File: src/hdl/sgmd_pkg.sv
// Shared types, constants and helper functions for the sensor grid move detector.
package sgmd_pkg;

  localparam int unsigned SAMPLE_W  = 10;
  localparam int unsigned SEL_W     = 4;
  localparam int unsigned BANK_W    = 2;
  localparam int unsigned COORD_W   = 3;
  localparam int unsigned SQUARES   = 64;
  localparam int unsigned SQ_IDX_W  = $clog2(SQUARES);
  localparam int unsigned COUNT_W   = 7;
  localparam int unsigned CLS_W     = 2;
  localparam int unsigned CFG_IDX_W = 1;

  localparam logic [COUNT_W-1:0]   COUNT_MAX     = COUNT_W'(SQUARES);
  localparam logic [COUNT_W-1:0]   MOVE_CHANGES  = COUNT_W'(2);
  localparam logic [SAMPLE_W-1:0]  HIGH_THR_RST  = SAMPLE_W'(700);
  localparam logic [SAMPLE_W-1:0]  LOW_THR_RST   = SAMPLE_W'(300);
  localparam logic [CFG_IDX_W-1:0] CFG_HIGH_THR  = CFG_IDX_W'(0);
  localparam logic [CFG_IDX_W-1:0] CFG_LOW_THR   = CFG_IDX_W'(1);

  typedef enum logic [CLS_W-1:0] {
    CLS_EMPTY = 2'd0,
    CLS_WHITE = 2'd1,
    CLS_BLACK = 2'd2
  } cls_t;

  typedef struct packed {
    logic [SAMPLE_W-1:0] sample;
    logic [SEL_W-1:0]    mux_select;
    logic [BANK_W-1:0]   bank;
    logic                end_of_scan;
  } in_beat_t;

  typedef struct packed {
    logic [COORD_W-1:0] vacated_row;
    logic [COORD_W-1:0] vacated_col;
    logic               vacated_seen;
    logic [COORD_W-1:0] filled_row;
    logic [COORD_W-1:0] filled_col;
    logic               filled_seen;
    logic [COUNT_W-1:0] change_count;
    logic               move_valid;
  } out_beat_t;

  typedef struct packed {
    logic                fire;
    logic                changed;
    logic                vacate;
    logic [SQ_IDX_W-1:0] idx;
    logic                report;
  } tally_evt_t;

  typedef struct packed {
    logic [SQ_IDX_W-1:0] idx;
    cls_t                cls;
    logic                eos;
  } sq_item_t;

  // Row-major square index: row = {bank[1], sel[1:0]}, col = {bank[0], ~sel[3:2]}.
  function automatic logic [SQ_IDX_W-1:0] square_index(input logic [SEL_W-1:0] sel,
                                                       input logic [BANK_W-1:0] bank);
    square_index = {bank[1], sel[1:0], bank[0], ~sel[3:2]};
  endfunction

  function automatic cls_t classify(input logic [SAMPLE_W-1:0] s,
                                    input logic [SAMPLE_W-1:0] high_thr,
                                    input logic [SAMPLE_W-1:0] low_thr);
    cls_t c;
    priority if (s > high_thr) begin
      c = CLS_WHITE;
    end else if (s < low_thr) begin
      c = CLS_BLACK;
    end else begin
      c = CLS_EMPTY;
    end
    classify = c;
  endfunction

endpackage

File: src/hdl/sensor_grid_move_detector_core.sv
// Top level of the sensor grid move detector: input stage, square store and result register.
//
//   channel | direction | handshake           | beat
//   in_     | input     | in_valid / in_stall | sgmd_pkg::in_beat_t
//   out_    | output    | out_valid/out_stall | sgmd_pkg::out_beat_t
//   cfg_    | input     | cfg_valid/cfg_ready | cfg_index, cfg_data
//
// Beats are accepted one per cycle unless an end-of-scan beat waits on a held result.
// The rate is set by the single read and single write port of the 64-entry square store.
// Synchronous reset marks every square empty at once through per-square valid bits.
// A stalled result holds back an end-of-scan beat and every beat behind it; other beats flow.
// The configuration port is always ready.
module sensor_grid_move_detector_core (
  input  logic                              clk,
  input  logic                              rst_n,
  input  logic                              in_valid,
  output logic                              in_stall,
  input  sgmd_pkg::in_beat_t                in_beat,
  output logic                              out_valid,
  input  logic                              out_stall,
  output sgmd_pkg::out_beat_t               out_beat,
  input  logic                              cfg_valid,
  output logic                              cfg_ready,
  input  logic [sgmd_pkg::CFG_IDX_W-1:0]    cfg_index,
  input  logic [sgmd_pkg::SAMPLE_W-1:0]     cfg_data
);

  logic [sgmd_pkg::SAMPLE_W-1:0] high_thr_r, low_thr_r;
  logic                          in_accept;
  logic                          retire;
  sgmd_pkg::sq_item_t            new_item;
  sgmd_pkg::sq_item_t            s1_r;
  logic                          s1_vld_r;
  logic [sgmd_pkg::SQUARES-1:0]  sq_vld_r;
  logic                          vld_rd_r;
  logic                          fwd_hit_r;
  sgmd_pkg::cls_t                fwd_cls_r;
  logic [sgmd_pkg::CLS_W-1:0]    rd_data;
  sgmd_pkg::cls_t                old_cls;
  sgmd_pkg::tally_evt_t          evt;
  sgmd_pkg::out_beat_t           report;
  logic                          out_valid_r;
  sgmd_pkg::out_beat_t           out_beat_r;

  assign cfg_ready = 1'b1;

  always_ff @(posedge clk) begin
    if (!rst_n) begin
      high_thr_r <= sgmd_pkg::HIGH_THR_RST;
      low_thr_r  <= sgmd_pkg::LOW_THR_RST;
    end else if (cfg_valid && cfg_ready) begin
      unique case (cfg_index)
        sgmd_pkg::CFG_HIGH_THR: high_thr_r <= cfg_data;
        sgmd_pkg::CFG_LOW_THR:  low_thr_r  <= cfg_data;
        default: ;
      endcase
    end
  end

  // An end-of-scan beat can only leave the stage when the result register is free.
  assign retire    = s1_vld_r && (!s1_r.eos || !out_valid_r || !out_stall);
  assign in_stall  = s1_vld_r && !retire;
  assign in_accept = in_valid && !in_stall;

  always_comb begin
    new_item.idx = sgmd_pkg::square_index(in_beat.mux_select, in_beat.bank);
    new_item.cls = sgmd_pkg::classify(in_beat.sample, high_thr_r, low_thr_r);
    new_item.eos = in_beat.end_of_scan;
  end

  sgmd_ram #(
    .WIDTH (sgmd_pkg::CLS_W),
    .DEPTH (sgmd_pkg::SQUARES)
  ) u_store (
    .clk     (clk),
    .we      (retire),
    .waddr   (s1_r.idx),
    .wdata   (s1_r.cls),
    .re      (in_accept),
    .raddr   (new_item.idx),
    .rdata_r (rd_data)
  );

  always_ff @(posedge clk) begin
    if (!rst_n) begin
      s1_vld_r  <= 1'b0;
      sq_vld_r  <= '0;
      vld_rd_r  <= 1'b0;
      fwd_hit_r <= 1'b0;
    end else begin
      if (in_accept) begin
        s1_vld_r  <= 1'b1;
        vld_rd_r  <= sq_vld_r[new_item.idx];
        fwd_hit_r <= retire && (s1_r.idx == new_item.idx);
      end else if (retire) begin
        s1_vld_r <= 1'b0;
      end
      if (retire) begin
        sq_vld_r[s1_r.idx] <= 1'b1;
      end
    end
  end

  always_ff @(posedge clk) begin
    if (in_accept) begin
      s1_r      <= new_item;
      fwd_cls_r <= s1_r.cls;
    end
  end

  // The store reads before it writes, so a square written in the read cycle comes from the bypass.
  always_comb begin
    priority if (fwd_hit_r) begin
      old_cls = fwd_cls_r;
    end else if (vld_rd_r) begin
      old_cls = sgmd_pkg::cls_t'(rd_data);
    end else begin
      old_cls = sgmd_pkg::CLS_EMPTY;
    end
  end

  always_comb begin
    evt.fire    = retire;
    evt.changed = (s1_r.cls != old_cls);
    evt.vacate  = (s1_r.cls == sgmd_pkg::CLS_EMPTY);
    evt.idx     = s1_r.idx;
    evt.report  = s1_r.eos;
  end

  sgmd_tally u_tally (
    .clk    (clk),
    .rst_n  (rst_n),
    .evt    (evt),
    .report (report)
  );

  always_ff @(posedge clk) begin
    if (!rst_n) begin
      out_valid_r <= 1'b0;
    end else if (retire && s1_r.eos) begin
      out_valid_r <= 1'b1;
    end else if (!out_stall) begin
      out_valid_r <= 1'b0;
    end
  end

  always_ff @(posedge clk) begin
    if (retire && s1_r.eos) begin
      out_beat_r <= report;
    end
  end

  assign out_valid = out_valid_r;
  assign out_beat  = out_beat_r;

  a_stall_needs_item: assert property (@(posedge clk) disable iff (!rst_n)
    in_stall |-> s1_vld_r)
    else $error("input stalled with an empty stage");

  a_blocked_report_stalls: assert property (@(posedge clk) disable iff (!rst_n)
    (s1_vld_r && s1_r.eos && out_valid_r && out_stall) |-> in_stall)
    else $error("end-of-scan beat retired over a held result");

  a_report_lands: assert property (@(posedge clk) disable iff (!rst_n)
    (retire && s1_r.eos) |=> out_valid_r)
    else $error("retired end-of-scan beat produced no result");

endmodule

File: src/hdl/sgmd_ram.sv
// Generic single-port-write, single-port-read RAM with a registered read.
module sgmd_ram #(
  parameter int unsigned WIDTH = 2,
  parameter int unsigned DEPTH = 64
) (
  input  logic                     clk,
  input  logic                     we,
  input  logic [$clog2(DEPTH)-1:0] waddr,
  input  logic [WIDTH-1:0]         wdata,
  input  logic                     re,
  input  logic [$clog2(DEPTH)-1:0] raddr,
  output logic [WIDTH-1:0]         rdata_r
);

  logic [WIDTH-1:0] mem [DEPTH];

  always_ff @(posedge clk) begin
    if (we) begin
      mem[waddr] <= wdata;
    end
    if (re) begin
      rdata_r <= mem[raddr];
    end
  end

endmodule

File: src/hdl/sgmd_tally.sv
// Per-scan change counter and highest vacated and filled square tracking.
module sgmd_tally (
  input  logic                clk,
  input  logic                rst_n,
  input  sgmd_pkg::tally_evt_t evt,
  output sgmd_pkg::out_beat_t  report
);

  logic [sgmd_pkg::COUNT_W-1:0]  count_r, count_nxt, count_upd;
  logic [sgmd_pkg::SQ_IDX_W-1:0] vidx_r, vidx_nxt, vidx_upd;
  logic [sgmd_pkg::SQ_IDX_W-1:0] fidx_r, fidx_nxt, fidx_upd;
  logic                          vflag_r, vflag_nxt, vflag_upd;
  logic                          fflag_r, fflag_nxt, fflag_upd;

  always_comb begin
    count_upd = count_r;
    vidx_upd  = vidx_r;
    vflag_upd = vflag_r;
    fidx_upd  = fidx_r;
    fflag_upd = fflag_r;
    if (evt.fire && evt.changed) begin
      if (count_r != sgmd_pkg::COUNT_MAX) begin
        count_upd = count_r + sgmd_pkg::COUNT_W'(1);
      end
      if (evt.vacate) begin
        if (!vflag_r || (evt.idx > vidx_r)) begin
          vidx_upd = evt.idx;
        end
        vflag_upd = 1'b1;
      end else begin
        if (!fflag_r || (evt.idx > fidx_r)) begin
          fidx_upd = evt.idx;
        end
        fflag_upd = 1'b1;
      end
    end
  end

  always_comb begin
    report.vacated_row  = vidx_upd[5:3];
    report.vacated_col  = vidx_upd[2:0];
    report.vacated_seen = vflag_upd;
    report.filled_row   = fidx_upd[5:3];
    report.filled_col   = fidx_upd[2:0];
    report.filled_seen  = fflag_upd;
    report.change_count = count_upd;
    report.move_valid   = (count_upd == sgmd_pkg::MOVE_CHANGES);
  end

  always_comb begin
    if (evt.fire && evt.report) begin
      count_nxt = '0;
      vidx_nxt  = '0;
      vflag_nxt = 1'b0;
      fidx_nxt  = '0;
      fflag_nxt = 1'b0;
    end else begin
      count_nxt = count_upd;
      vidx_nxt  = vidx_upd;
      vflag_nxt = vflag_upd;
      fidx_nxt  = fidx_upd;
      fflag_nxt = fflag_upd;
    end
  end

  always_ff @(posedge clk) begin
    if (!rst_n) begin
      count_r <= '0;
      vidx_r  <= '0;
      vflag_r <= 1'b0;
      fidx_r  <= '0;
      fflag_r <= 1'b0;
    end else begin
      count_r <= count_nxt;
      vidx_r  <= vidx_nxt;
      vflag_r <= vflag_nxt;
      fidx_r  <= fidx_nxt;
      fflag_r <= fflag_nxt;
    end
  end

  a_count_bounded: assert property (@(posedge clk) disable iff (!rst_n)
    count_r <= sgmd_pkg::COUNT_MAX)
    else $error("change count exceeds the number of squares");

  a_vacated_idle_zero: assert property (@(posedge clk) disable iff (!rst_n)
    !vflag_r |-> (vidx_r == '0))
    else $error("vacated index set without a vacated square");

endmodule
File: config.mk
export PLATFORM = sky130hd
export DESIGN_NAME = sensor_grid_move_detector_core
export DESIGN_NICKNAME = d
export VERILOG_FILES = /design/src/hdl/sgmd_pkg.sv /design/src/hdl/sensor_grid_move_detector_core.sv /design/src/hdl/sgmd_ram.sv /design/src/hdl/sgmd_tally.sv
export SDC_FILE = /design/constraint.sdc
export NUM_CORES = 1
export LEC_CHECK = 0
export BUFFER_PORTS_ARGS = -buffer_cell sky130_fd_sc_hd__buf_2
export CORE_ASPECT_RATIO = 0.5
export CORE_MARGIN = 8
export CORE_UTILIZATION = 60
export CTS_CLUSTER_DIAMETER = 80
export DETAILED_ROUTE_END_ITERATION = 12
export GPL_TIMING_DRIVEN = 0
export PLACE_DENSITY = 0.85
export SLEW_MARGIN = 25
export SYNTH_ARGS = -nofsm -noshare
export SYNTH_HDL_FRONTEND = slang
export SYNTH_SLANG_ARGS = --single-unit
File: constraint.sdc
create_clock -name clk -period 4.1 [get_ports clk]
set_input_delay 0.205 -clock clk [delete_from_list [all_inputs] [get_ports clk]]
set_output_delay 0.205 -clock clk [all_outputs]
set_load 0.02 [all_outputs]
## Word-level counts from Yosys, hierarchy flattened

Memory sizes are Yosys's and may differ from the RTL's. A register that Yosys moved wholly into a read port is not among the register bits.
Index checks and enable logic that the tools add are counted.

- $add $sub $neg: 1
- Magnitude comparators: 7
- Eq/ne operators: 5
- Multiplexer cells: 25
- Bitwise gates (word level): 4
- Reductions and logical operators: 23

Operator list:

| operator | number |
|---|---|
| $or 64x64->64 | 1 |
| $mux 6 | 6 |
| $lt 6x7->1 const B | 2 |
| $mux 7 | 2 |
| $gt 6x6->1 | 2 |
| $mux 1 | 12 |
| $gt 10x10->1 | 1 |
| $lt 10x10->1 | 1 |
| $add 7x1->7 const B | 1 |
| $eq 7x2->1 const B | 1 |
| $logic_and 1x1->1 | 7 |
| $logic_not 1->1 | 7 |
| $ne 7x7->1 const B | 1 |
| $bmux 1 s6 | 1 |
| $demux 1 s6 | 1 |
| $eq 6x6->1 | 1 |
| $ge 6x1->1 const B | 1 |
| $mux 2 | 3 |
| $logic_or 1x1->1 | 4 |
| $reduce_and 2->1 | 2 |
| $logic_not 2->1 | 1 |
| $ne 2x1->1 const B | 1 |
| $ne 2x2->1 | 1 |
| $not 1->1 | 2 |
| 3 further kinds | 3 |

- Bits in registers: 142
- RAM bits: 128
- Input port bits: 33
- Output and inout bits: 25
- Logic and storage cells: 90
- Memories: 1

Memory list:

| name | words | width | rd ports | clocked after memory_dff | wr ports | line | source |
|---|---|---|---|---|---|---|---|
| u_store.mem | 64 | 2 | 1 | 1 | 1 | sgmd_ram.sv:15 | `logic [WIDTH-1:0] mem [DEPTH];` |

## Longest topological paths before layout

- Depth in word-level cells: 9
- Gate-level depth with buffers: 10

## Cells and area by module

From an unflattened synthesis, not the netlist that was laid out.

- Cells, all modules: 1,007
- Area, all modules: 12,330.6 µm²

Modules (own cells, without submodules):

| module | times used | cells each | area each (µm²) |
|---|---|---|---|
| sgmd_ram | 1 | 324 | 5,417.7 |
| sensor_grid_move_detector_core | 1 | 513 | 5,380.2 |
| sgmd_tally | 1 | 170 | 1,532.7 |

## Least setup slack after synthesis

Ideal clock, no wire load.

- Kind: register to register
- Start point: reg s1_r[1] (netlist name)
- End point: reg out_beat_r (netlist bit out_beat[10]), data pin
- Library setup time: 262 ps
- Arrival time: 2,548 ps
- Data required time: 3,838 ps
- Path slack: 1,290 ps
- Stages on the path, launching flop included: 9
- Period minus slack after synthesis: 2,810 ps
- Cell sequence: edfxtp_1 -> a21o_1 -> o211ai_2 -> a21oi_2 -> buf_4 -> o221ai_2 -> a31oi_4 -> buf_6 -> mux2_1

RTL lines:

| element | line | source |
|---|---|---|
| start: declaration | sensor_grid_move_detector_core.sv:32 | `sgmd_pkg::sq_item_t s1_r;` |
| start signal: assignment | sensor_grid_move_detector_core.sv:106 | `s1_r <= new_item;` |
| end signal: assignment | sensor_grid_move_detector_core.sv:149 | `out_beat_r <= report;` |
| end: declaration | sensor_grid_move_detector_core.sv:43 | `sgmd_pkg::out_beat_t out_beat_r;` |

==> flow_summary.toml <==
[die]
die_height_um = 114
die-area_um2 = 24400
ios = 58
die_w_um = 213
start_util_pct = 60.5
coreArea_um2 = 19200
rows = 36

[clocking]
cts.reportedPaths.clkPinSlew_ps = 60
ctsResizeCount = 0
cts_sinks = 272
cts_hold_buf = 17
cts_buffers = 24
clockBufferDepth = 3
cts_tree = "built"
post-cts-setup-buffer-count = 0
clk_latency_ps = 550
htree_num_levels = 1
cts_root_buf = "clkbuf_16"

[drt]
post_drt_wl_per_cell_um = 21.9
drc_errors = 0
firstDrtPassIters = 7
avgViaCountPerCell = 6.17
first_iter_violations = 771
drt-total-wl_mm = 27.5
vias = 7720
ant_nets = 0

[outcome]
status = "completed"

[finish]
multiInputGateArea_um2 = 4190
finalNetCount = 1033
fin_util_pct = 69.1
nFillCells = 1231
seqCellArea_um2 = 7080
drive_gt1_share_pct = 17.9
num_antenna_cells = 0
syn2layout_area_growth_pct = 14.2

[worst_setup_path]
cp.arrival_ps = 3120
slowest_delay_ps = 830
critical_path_class = "reg2reg"
start_kind = "flip-flop"
critPathSlowestCell = "edfxtp_1"
crit_required_ps = 4380
crit_fanout = 23
worstPathCellList = "buf_8 -> a21o_1 -> o211ai_2 -> a21oi_2 -> buf_4 -> o221ai_2 -> a31oi_4 -> buf_6 -> mux2_1"
crit_path_end_kind = "flip-flop"

[timing]
fin_ws_ps = 1270
timing.fmax_mhz = 353
finalMaxSlewViolations = 0
setup_viol = 0
fin_crit_ps = 2830
setup_tns_ps = 0
slew_headroom_pct = 39.5
hold-worst-slack_ps = 97.0
hold_violations = 0
period_share_pct = 69.1
skew_ps = 28.3
worstMarginPinSlew_ps = 908
rsz0062_at_grt = "false"

[pwr]
ir_drop_v = 0.000283
pwr_density_cell_nw_per_um2 = 434
power_leakage_uw = 0.00485

[synth]
ys_warn_count = 0
syn-instance-count = 866
ys_types = 56
yosysMostFrequentCell = "edfxtp_1"
syn_avg_cell_area_um2 = 13.4
synth_edf_count = 163
syn_area_um2 = 11600
synth.area.top_cells = "edfxtp_1, dfxtp_1, mux4_2"
seq_area_frac_synth_pct = 60.8
ys.flop_type = "edfxtp_1"
yosysTopAreaCell = "edfxtp_1"
synthTopCellsByCount = "edfxtp_1, dfxtp_1, nor2_1"
async_flop_share_pct = 0
synth_top_area_share_pct = 42.1
ys_seq_elements = 272
synth.net_count = 932

[global_routing]
antenna_found_initial = 0
grt_use_total_pct = 22.7
grt_pass1_vias = 7807
grt_remaining_overflow = 0
grt_max_degree = 29
grt_pass1_wl_mm = 42.7

[min_path]
hold_class = "in2reg"

[place]
place_hpwl_mm = 19.0
port_buffers = 53
pre_cts_slack_ps = 1240
gp_congestion = 0.910

[flow_run]
max-cap-violations = 0
==> layout by cell type, fill, tap and decap left out, drive strengths merged, types with 16 or more instances in the layout <==
cell	instances
dlygate4sd3	17
nor2	81
clkbuf	59
nand2	61
ha	33
o21a	69
mux2i	39
edfxtp	163
inv	40
mux4	44
dfxtp	109
nand4	16
buf	74
==> cell families (layout without fill, tap and decap cells) <==
group	after synthesis	after routing	synth area share [%]
AOI/OAI and AO/OA	145	145	9.35
xor gates and xnor gates	10	10	0.752
adders and majority gates	33	33	3.55
buffers and inverters	86	205	3.21
DFF	272	272	60.8
muxes	96	96	13.1
other	1	1	0.0322
and+or+nand+nor	223	223	9.17
==> where the power goes <==
part / internal (uW) / switching [uW] / leakage [uW]
registers: 2960 / 31.8 / 0.00236
logic: 187 / 280 / 0.00209
clock network: 1300 / 1020 / 0.000395
total: 4440 / 1330 / 0.00485
==> per-layer routing <==
| metal | part of all wire, % | GRT usage, % | wire length (um) |
|---|---|---|---|
| met4 | 2.9 | 7.64 | 803 |
| met1 | 41 | 30.4 | 11300 |
| met3 | 9.8 | 5.19 | 2680 |
| met2 | 46 | 36.5 | 12700 |
| met5 | 0 | 0 | 0 |
==> layout make-up <==
class / count / share of cell area [%]
Tap cell: 266 / 2.50
Multi-Input combinational cell: 508 / 31.5
Sequential cell: 272 / 53.3
Clock inverter: 16 / 1.35
Timing Repair Buffer: 75 / 3.84
Clock buffer: 28 / 4.71
Inverter: 39 / 1.10
Buffer: 47 / 1.71
==> worst paths after layout <==
path / start / end / slack (ps) / cells after the start
max: s1_r[2]$_SDFFCE_PN0P_ / out_beat[13]$_DFFE_PP_ / 1270 / 9
max reg2reg: s1_r[2]$_SDFFCE_PN0P_ / out_beat[13]$_DFFE_PP_ / 1270 / 9
min reg2reg: low_thr_r[6]$_SDFFE_PN0P_ / low_thr_r[6]$_SDFFE_PN0P_ / 470 / 2
min: cfg_valid / high_thr_r[1]$_SDFFE_PN0P_ / 100 / 4
==> worst max-delay path, delay by kind of cell (launching register included) <==
family	cells	cell delay (ps)
buf+inv	3	670
compound gates	5	730
flops	1	830
mux	1	350
==> metrics by stage <==
stage	std cells	total power, uW	area (um2)
finish	1251	5770	13300
global route	1251	5940	13300
CTS	1251	5780	13300
detailed placement	1190	3490	12300
global placement	1185	3460	12200
floorplan	866	3330	11600
==> state kept, by name (all words and copies together) (netlist names) <==
name and cells:
u_store.mem 128, sq_vld_r 64, out_beat 22, high_thr_r 10, low_thr_r 10, evt 7, u_tally.count_r 7, u_tally.fidx_r 6
u_tally.vidx_r 6, fwd_cls_r 2, s1_r 2, u_store.rdata_r 2, fwd_hit_r 1, out_valid 1, s1_vld_r 1, u_tally.fflag_r 1
u_tally.vflag_r 1, vld_rd_r 1
(Power assumes the default switching activity.)
